## config.mk

```make
export PLATFORM = sky130hd
export DESIGN_NAME = trf_scale
export DESIGN_NICKNAME = d
export VERILOG_FILES = /design/src/hdl/trf_pkg.sv /design/src/hdl/trf_scale.sv
export SDC_FILE = /design/constraint.sdc
export NUM_CORES = 1
export LEC_CHECK = 0
export BUFFER_PORTS_ARGS = -buffer_cell sky130_fd_sc_hd__buf_2
export CAP_MARGIN = 20
export CORE_AREA = 5 5 294 296
export DETAILED_ROUTE_END_ITERATION = 16
export DIE_AREA = 0 0 299 301
export PLACE_DENSITY_LB_ADDON = 0.1
export SETUP_SLACK_MARGIN = 0.2
export SYNTH_ARGS = -nofsm -noshare
export SYNTH_HDL_FRONTEND = slang
export SYNTH_SLANG_ARGS = --single-unit
```

## constraint.sdc

```tcl
create_clock -name clock -period 7.5 [get_ports clock]
set_input_delay 0.75 -clock clock [delete_from_list [all_inputs] [get_ports clock]]
set_output_delay 0.75 -clock clock [all_outputs]
set_load 0.01 [all_outputs]
```

## src/hdl/trf_pkg.sv

```systemverilog
// Shared widths, latencies and types of the triangle rotation frame pipeline.
package trf_pkg;

   localparam int CoordW    = 24;
   localparam int NumCoords = 9;
   localparam int EdgeW     = 25;
   localparam int ProdW     = 2 * EdgeW;
   localparam int WideW     = ProdW + 1;
   localparam int MagW      = 24;
   localparam int PosW      = 6;
   localparam int SqW       = 2 * MagW;
   localparam int SumW      = SqW + 2;
   localparam int RadShift  = 12;
   localparam int RadW      = SumW + RadShift;
   localparam int RootW     = RadW / 2;
   localparam int FracShift = 20;
   localparam int DivSteps  = 15;
   localparam int DvW       = MagW + FracShift + 2;
   localparam int OutW      = 16;

   localparam int SqrtSteps = RadW / 2;
   localparam int CrossLat  = 2;
   localparam int ScaleLat  = 3;
   localparam int UnitLat   = 2 + SqrtSteps + 1 + DivSteps + 1;
   localparam int Latency   = 1 + CrossLat + ScaleLat + CrossLat + ScaleLat + UnitLat;

   // Magnitudes scaled together so that the largest lies in [2^23, 2^24), with signs and an all-zero mark.
   typedef struct packed {
      logic [2:0][MagW-1:0] mag;
      logic [2:0]           neg;
      logic                 zero;
   } scaled_type;

   typedef logic [2:0][OutW-1:0] row_type;

endpackage

```

## src/hdl/trf_scale.sv

```systemverilog
// Three-stage block shift that brings the largest magnitude of a vector into [2^23, 2^24).
module trf_scale (
   input  logic                          clock,
   input  logic                          advance,
   input  logic [2:0][trf_pkg::WideW-1:0] v_vec,
   output trf_pkg::scaled_type           s_out
);
   import trf_pkg::*;

   localparam int TopBit = MagW - 1;

   logic [WideW-1:0] mag_in [3];
   logic [WideW-1:0] mag_ff [3];
   logic [2:0]       neg_in;
   logic [2:0]       neg_ff;
   logic [WideW-1:0] mag2_ff [3];
   logic [2:0]       neg2_ff;
   logic [WideW-1:0] or_word;
   logic [PosW-1:0]  pos_in;
   logic [PosW-1:0]  pos_ff;
   logic             zero_in;
   logic             zero_ff;
   logic [WideW-1:0] shifted [3];
   scaled_type       s_in;
   scaled_type       s_ff;

   always_comb begin
      for (int i = 0; i < 3; i++) begin
         neg_in[i] = v_vec[i][WideW-1];
         mag_in[i] = neg_in[i] ? (~v_vec[i] + 1'b1) : v_vec[i];
      end
   end

   // The OR of the magnitudes has the same leading one as their maximum.
   always_comb begin
      or_word = mag_ff[0] | mag_ff[1] | mag_ff[2];
      zero_in = (or_word == '0);
      pos_in  = '0;
      for (int k = 0; k < WideW; k++) begin
         if (or_word[k]) begin
            pos_in = PosW'(k);
         end
      end
   end

   always_comb begin
      for (int i = 0; i < 3; i++) begin
         if (pos_ff >= PosW'(TopBit)) begin
            shifted[i] = mag2_ff[i] >> (pos_ff - PosW'(TopBit));
         end else begin
            shifted[i] = mag2_ff[i] << (PosW'(TopBit) - pos_ff);
         end
         s_in.mag[i] = shifted[i][MagW-1:0];
      end
      s_in.neg  = neg2_ff;
      s_in.zero = zero_ff;
   end

   always_ff @(posedge clock) begin
      if (advance) begin
         for (int i = 0; i < 3; i++) begin
            mag_ff[i]  <= mag_in[i];
            mag2_ff[i] <= mag_ff[i];
         end
         neg_ff  <= neg_in;
         neg2_ff <= neg_ff;
         pos_ff  <= pos_in;
         zero_ff <= zero_in;
         s_ff    <= s_in;
      end
   end

   assign s_out = s_ff;

endmodule

```

# Yosys cells after proc, flatten, opt, wreduce, memory -nomap -nowiden
# Memory sizes are Yosys's and may differ from the RTL's.
# Cells that the tools add are included.
# totals
register_bits	89
ramBits	306
out_inout_bits	76
word_cells	90
mem_count	2
# op_classes
add_sub_neg	5
magnitude_cmp	1
shifts	6
n_mux	57
bitwise	5
n_reduce_logical	3
# mem_list
memory	words	width	read_ports	rd_ports_with_merged_regs	write_ports	line_no	text
mag2_ff	3	51	3	0	3	trf_scale.sv:16	logic [WideW-1:0] mag2_ff [3];
mag_ff	3	51	3	0	3	trf_scale.sv:13	logic [WideW-1:0] mag_ff [3];
# op_table
operator	count
$mux W6	30
$add A51 B1 Y51 const B	3
$mux W51	3
$not A51 Y51	3
$shl A51 B6 Y24	3
$shr A51 B6 Y24	3
$or A51 B51 Y51	2
$mux W5	16
$mux W24	3
$logic_not A51 Y1	1
$reduce_or A19 Y1	1
$ge A6 B5 Y1 const B	1
$sub A5 B6 Y6 const A	1
$sub A6 B5 Y6 const B	1
$mux W2	2
$mux W1	3
$reduce_or A3 Y1	1

# Longest topological paths before layout
# Gate-level depths: netlist (run 1).
# An unclocked memory read counts as a cell.
# depth
depth_word	52
depth_mapped	13
ltp_nobuf	8

# Least setup slack after synthesis (run 1)
# OpenSTA, ideal clock, no wires.
# synth_timing
path_type	reg2reg
startpoint	register pos_ff[3]
endpoint	register s_ff (netlist bit s_out[13]) (data pin)
setup_time_ps	271
t_arrival_ps	2915
t_required_ps	7229
slack_ps	4314
stages_incl_launch_ff	14
path_buffers	5
synth_period_minus_slack_ps	3186
cell_sequence	edfxtp_1 clkbuf_1 inv_1 clkbuf_1 clkbuf_1 ha_1 a41oi_1 and2_1 nor2_1 clkbuf_1 nor2_1 clkbuf_1 a32oi_1 o211ai_1
# synth_rtl
item	line_no	text
from (decl)	trf_scale.sv:20	logic [PosW-1:0] pos_ff;
from (signal assigned)	trf_scale.sv:67	pos_ff <= pos_in;
to (signal assigned)	trf_scale.sv:69	s_ff <= s_in;
to (decl)	trf_scale.sv:25	scaled_type s_ff;

==> results of run 1 <==
-- per-stage QoR --
stage          cells  utilization, %  hold slack, ns  cell area, sq um
6_report        3701            37.3           0.379             31100
2_1_floorplan   2443               -           0.400             27300
3_3_place_gp    3615            35.5           0.400             29500
4_1_cts         3699            37.3           0.345             31100
3_5_place_dp    3617            35.5           0.408             29600
5_1_grt         3700            37.3           0.367             31100
-- sequential cells by signal, summed over array words and instances, names as in the netlist --
name,count
mag_ff,153
zero_ff,1
pos_ff,6
neg_ff,3
s_out,76
neg2_ff,3
mag2_ff,153
-- worst max path at each step --
stage,endpoint,from,cells past startpoint,slack [ns]
after detailed placement,s_out[27],pos_ff[1],9,3.03
after global placement,s_out[27],pos_ff[1],9,3.10
after floorplan,s_out[13],pos_ff[3],13,4.31
after CTS,s_out[27],pos_ff[1],9,3.03
final,s_out[27],pos_ff[1],9,3.04
after global routing,s_out[31],pos_ff[1],9,2.88
-- layer usage --
| metal | up-vias | track usage [%] |
|---|---|---|
| met5 | - | 0 |
| met4 | 2 | 12.5 |
| met3 | 207 | 3.61 |
| met2 | 938 | 40.3 |
| met1 | 11300 | 35.6 |
| li1 | 9873 | - |
-- cell usage after synthesis, types with 14 or more instances --
master / number
nand3_1: 78
nor4_1: 16
a211oi_1: 19
nand2_1: 359
or3_1: 36
buf_2: 55
buf_1: 21
nor2_1: 98
o221ai_1: 14
and2_1: 17
clkbuf_1: 93
o41ai_1: 26
a31oi_1: 32
xnor2_1: 148
o211ai_1: 77
inv_1: 18
mux2_2: 75
a32oi_1: 23
mux4_2: 133
a21oi_1: 52
edfxtp_1: 395
nand2b_1: 20
or4_1: 16
o21ai_0: 86
mux2i_1: 244
o31ai_1: 49
nor3_1: 71
a22oi_1: 27
-- area by class of cell --
class	count	share of cell area, %
multi-input cells	1853	47.4
flip-flops and latches	395	38.1
repair buffers	272	4.97
well taps	1080	4.35
clock buffers	52	3.84
clock inverters	30	1.07
inverters	18	0.217
diodes	1	0.00805
-- power by group through the flow --
| stage | logic, mW | clock network (mW) | registers, mW |
|---|---|---|---|
| floorplan | 0.952 | 0 | 2.87 |
| global placement | 1.64 | 0 | 2.99 |
| detailed placement | 1.64 | 0 | 2.99 |
| CTS | 1.64 | 2.36 | 2.95 |
| global route | 1.75 | 2.44 | 2.97 |
| finish | 1.66 | 2.30 | 2.95 |
-- logic make-up (layout without fill, tap and decap cells) --
family | count (synthesis) | count (layout) | share of synthesized area [%]
adders and majority gates | 7 | 7 | 0.320
muxes | 452 | 452 | 23.0
AOI/OAI and AO/OA | 478 | 478 | 12.4
DFF | 395 | 395 | 43.4
buffers and inverters | 195 | 372 | 3.04
xor gates and xnor gates | 151 | 151 | 4.84
and+or+nand+nor | 765 | 765 | 13.1
other | 0 | 1 | 0
-- critical path, cell delays in order, from the launching register on --
cell,delay [ns]
edfxtp_1,0.32
buf_4,0.59
ha_4,0.72
buf_4,0.58
mux2i_1,0.20
mux2i_1,0.63
mux2i_1,0.22
mux2i_1,0.37
mux2i_1,0.24
o221ai_1,0.30
==> run_results.csv, run 1 <==
group,metric,value,unit
die,coreArea,0.0833,sq mm
finish,area_growth,13.8,%
yosys,synth_top_area_cell,"edfxtp_1",
route,wl_met2,53700,um
clocking,cts_tree,"built",
timing,hold_violations,0,
clocking,clk-insertion-delay-late,0.62,ns
power,p_int,4.65,mW
power,power.leakage,10.7,nW
die,dieArea,0.0900,sq mm
setup_path,cp_max_fo,55,
clocking,tritoncts.num_buffers,46,
yosys,ys_seq_elements,395,
yosys,syn_inst,2443,
place,dp_hpwl,95000,um
setup_path,critPathCaptureType,"flip-flop",
setup_path,r2r_slack,3.04,ns
timing,clock.fmax,224,MHz
finish,final_common_cell,"edfxtp_1",
finish,multi_input_area,0.0147,sq mm
status,outcome,"completed",
grt,grt_use_total,25.9,%
yosys,synth_area,0.0273,sq mm
finish,layout_common_cells,"edfxtp_1 (395), nand2_1 (359), mux2i_1 (244)",
power,sequentialPowerShare,42.7,%
route,wire_per_inst,32.3,um
yosys,synth-async-reset-ratio,0,%
grt,antenna_found_initial,3,
yosys,synth-edff-count,395,
grt,grt_pass1_vias,22000,
finish,drive_gt1_share,22.1,%
timing,rsz0062_at_grt,"no",
timing,fin_crit_sh,59.5,%
power,power_density,222,mW/mm^2
route,drt_iter0_drc,2029,
clocking,clk_path_buf_depth,3,
power,finalPower,6.91,mW
die,num_rows,106,
route,drc,0,
yosys,synthDistinctLibCells,72,
min_path,whs_endpoint,"mag_ff[0][0]",
setup_path,rr_endpoint,"s_out[27]",
place,io_buffer_count,230,
route,vias_per_cell,6.02,
grt,grt_max_degree,168,
yosys,ys_warn_count,0,
place,gp_congestion,0.978,
yosys,synth.avg_cell_area,11.2,sq um
route,wl_met3,6910,um
clocking,clock-sinks,395,
min_path,hp-class,"in -> reg",
finish,seqCellArea,0.0119,sq mm
route,routed_wl,120000,um
die,pin_count,231,
timing,fin_crit,4.46,ns
clocking,root_buffer,"clkbuf_16",
setup_path,r2r_cells,9,
setup_path,arrival,4.87,ns
grt,grt_overflow,0,
clocking,post_cts_buffers,0,
yosys,synth_top_area_share,43.4,%
setup_path,r2r-start,"pos_ff[1]",
timing,slew_viol_final,0,
setup_path,required,7.91,ns
clocking,post_cts_resized,0,
route,drtPass1Iterations,7,
place,pre_cts_slack,3.03,ns
grt,grt_pass1_wl,168000,um
yosys,ys.flop_type,"edfxtp_1",
die,die_w,299,um
finish,fin_nets,2748,
power,pwr-share-comb,24.0,%
clocking,path_clk_slew,0.06,ns
timing,final-setup-viol-count,0,
clocking,hold_buffers,0,
power,p_clk_share,33.2,%
setup_path,crit_type,"reg -> reg",
route,top_layer,"met5",
route,wl_met1,52200,um
power,peakVddDrop,160,uV
finish,fillers,8221,
timing,setup_ws,3.04,ns
die,die_y,301,um
power,p_sw,2.25,mW
route,drtAntennaViolNets,0,
power,swShare,32.6,%
die,initial_core_util,32.8,%
run,cap_violations,0,
yosys,synth_seq_area_share,43.4,%
timing,tightest_slew,1.19,ns
timing,finalClockSkew,0.0332,ns
route,vias,22300,
min_path,min_from,"v_vec[0]",
yosys,synth_fp_nets,2605,
setup_path,start_kind,"flip-flop",
min_path,hold_depth,1,
timing,tns,0,ns
clocking,h-tree-depth,2,
yosys,synth_area_leaders,"edfxtp_1 (43%), mux4_2 (11%), mux2i_1 (8.9%), nand2_1 (4.9%), xnor2_1 (4.7%)",
timing,maxSlewHeadroom,19.9,%
(Power assumes the default switching activity.)
==> inputs of run 2 (changes only) <==
- clock period: 7.5 -> 3.9 ns (I/O delays scaled with it)
==> run_results.csv, run 2 (synthesized netlist as in run 1, its figures left out) <==
group,metric,value,unit
status,outcome,"completed",
setup_path,crit_type,"reg -> reg",
timing,finalClockSkew,0.0292,ns
run,cap_violations,0,
finish,instances_no_fill,3814,
clocking,tritoncts.num_buffers,47,
route,vias_per_cell,6.01,
setup_path,max_stage_delay,0.71,ns
timing,maxSlewHeadroom,30.3,%
finish,area_growth,17.1,%
setup_path,cp_max_fo,10,
setup_path,arrival,3.79,ns
finish,layout_common_cells,"edfxtp_1 (395), nand2_1 (359), mux2i_1 (244)",
clocking,h-tree-depth,2,
power,power.leakage,11.3,nW
clocking,cts_tree,"built",
die,initial_core_util,32.8,%
finish,drive_gt1_share,25.0,%
setup_path,crit_path_cell_trace,"ha_1 > nor2_1 > a21boi_0 > nand3_1 > o221ai_1",
place,place_area,0.0306,sq mm
die,die_y,301,um
finish,design_area,0.0320,sq mm
die,dieArea,0.0900,sq mm
setup_path,cpLargestDelayFamily,"compound AO/OA/AOI/OAI gates",
timing,hold_violations,0,
route,top_layer,"met4",
grt,grt_pass1_wl,169000,um
clocking,post_cts_resized,0,
grt,grt_pass1_vias,22600,
place,place_inst,3728,
place,gp_congestion,0.992,
setup_path,slowest_stage,"a21boi_0",
clocking,post_cts_buffers,0,
route,routed_wl,120000,um
grt,grt_use_total,25.9,%
timing,fin_crit_sh,88.9,%
timing,rsz0062_at_grt,"no",
place,dp_hpwl,97400,um
grt,antenna_found_initial,1,
timing,slew_viol_final,0,
clocking,clock-sinks,395,
timing,clock.fmax,288,MHz
clocking,clk-insertion-delay-late,0.61,ns
timing,final-setup-viol-count,0,
route,drtAntennaViolNets,0,
route,drc,0,
route,wl_met1,52000,um
clocking,path_clk_slew,0.06,ns
power,finalPower,13.2,mW
place,io_buffer_count,230,
clocking,root_buffer,"clkbuf_16",
min_path,hp-class,"in -> reg",
route,vias,22900,
die,coreArea,0.0833,sq mm
clocking,clk_path_buf_depth,3,
power,power_density,412,mW/mm^2
finish,final_common_cell,"edfxtp_1",
setup_path,required,4.22,ns
finish,seqCellArea,0.0119,sq mm
finish,multi_input_area,0.0147,sq mm
route,wire_per_inst,31.6,um
die,num_rows,106,
grt,grt_max_degree,87,
route,wl_met3,8580,um
timing,fin_crit,3.47,ns
setup_path,path_buf_inv,0,
timing,tns,0,ns
die,pin_count,231,
setup_path,critPathCaptureType,"flip-flop",
finish,fin_nets,2860,
finish,fillers,8222,
route,wl_met2,52900,um
grt,grt_overflow,0,
finish,utilization,38.4,%
die,die_w,299,um
setup_path,start_kind,"flip-flop",
timing,tightest_slew,1.05,ns
route,drtPass1Iterations,6,
power,peakVddDrop,305,uV
setup_path,r2r_slack,0.43,ns
route,drt_iter0_drc,2635,
-- run 2: cell types whose count changed in the layout (fill, tap and decap cells not counted), sizes merged --
cell	before	now
buf	271	382
clkbuf	52	60
inv	19	21
clkinv	19	17
clkdlybuf4s18	1	0
dlygate4sd3	0	1
bufinv	5	1
clkinvlp	5	2
diode	1	2
-- run 2: cell type report --
class	count	share of cell area [%]
well taps	1080	4.22
multi-input cells	1853	46.0
inverters	18	0.211
flip-flops and latches	395	37.1
diodes	2	0.0156
clock inverters	23	0.672
clock buffers	60	3.83
repair buffers	383	8.04
-- run 2: worst paths after layout --
path / depth (start not counted) / start / to
setup / recovery: 5 / pos_ff[4] / s_out[72]
hold / removal: 1 / v_vec[0] / mag_ff[0][0]
setup reg to reg: 5 / pos_ff[4] / s_out[72]
hold reg to reg: 0 / neg2_ff[1] / s_out[2]
-- run 2: report_power, final --
group | internal (mW) | leakage (nW) | switching, mW | total, mW
logic | 1.32 | 6.71 | 2.09 | 3.41
registers | 5.22 | 3.88 | 0.428 | 5.65
clock network | 2.31 | 0.693 | 1.84 | 4.15
total | 8.85 | 11.3 | 4.35 | 13.2
-- run 2: what timing repair did --
action	CTS	global route
hold endpoints to repair	1	0
setup endpoints to repair	0	0
hold buffers	1	0
-- run 2: layer usage --
metal	vias to the layer above	track usage [%]
li1	10100	-
met1	11400	35.9
met2	1155	39.8
met3	217	4.02
met4	0	12.3
met5	-	0
-- run 2: stage by stage --
stage / hold WS [ns] / setup WS (ns)
finish: 0.0693 / 0.432
global route: 0.0402 / 0.424
CTS: 0.0254 / 0.541
detailed placement: 0.405 / 0.533
global placement: 0.401 / 0.542
floorplan: 0.400 / 0.714
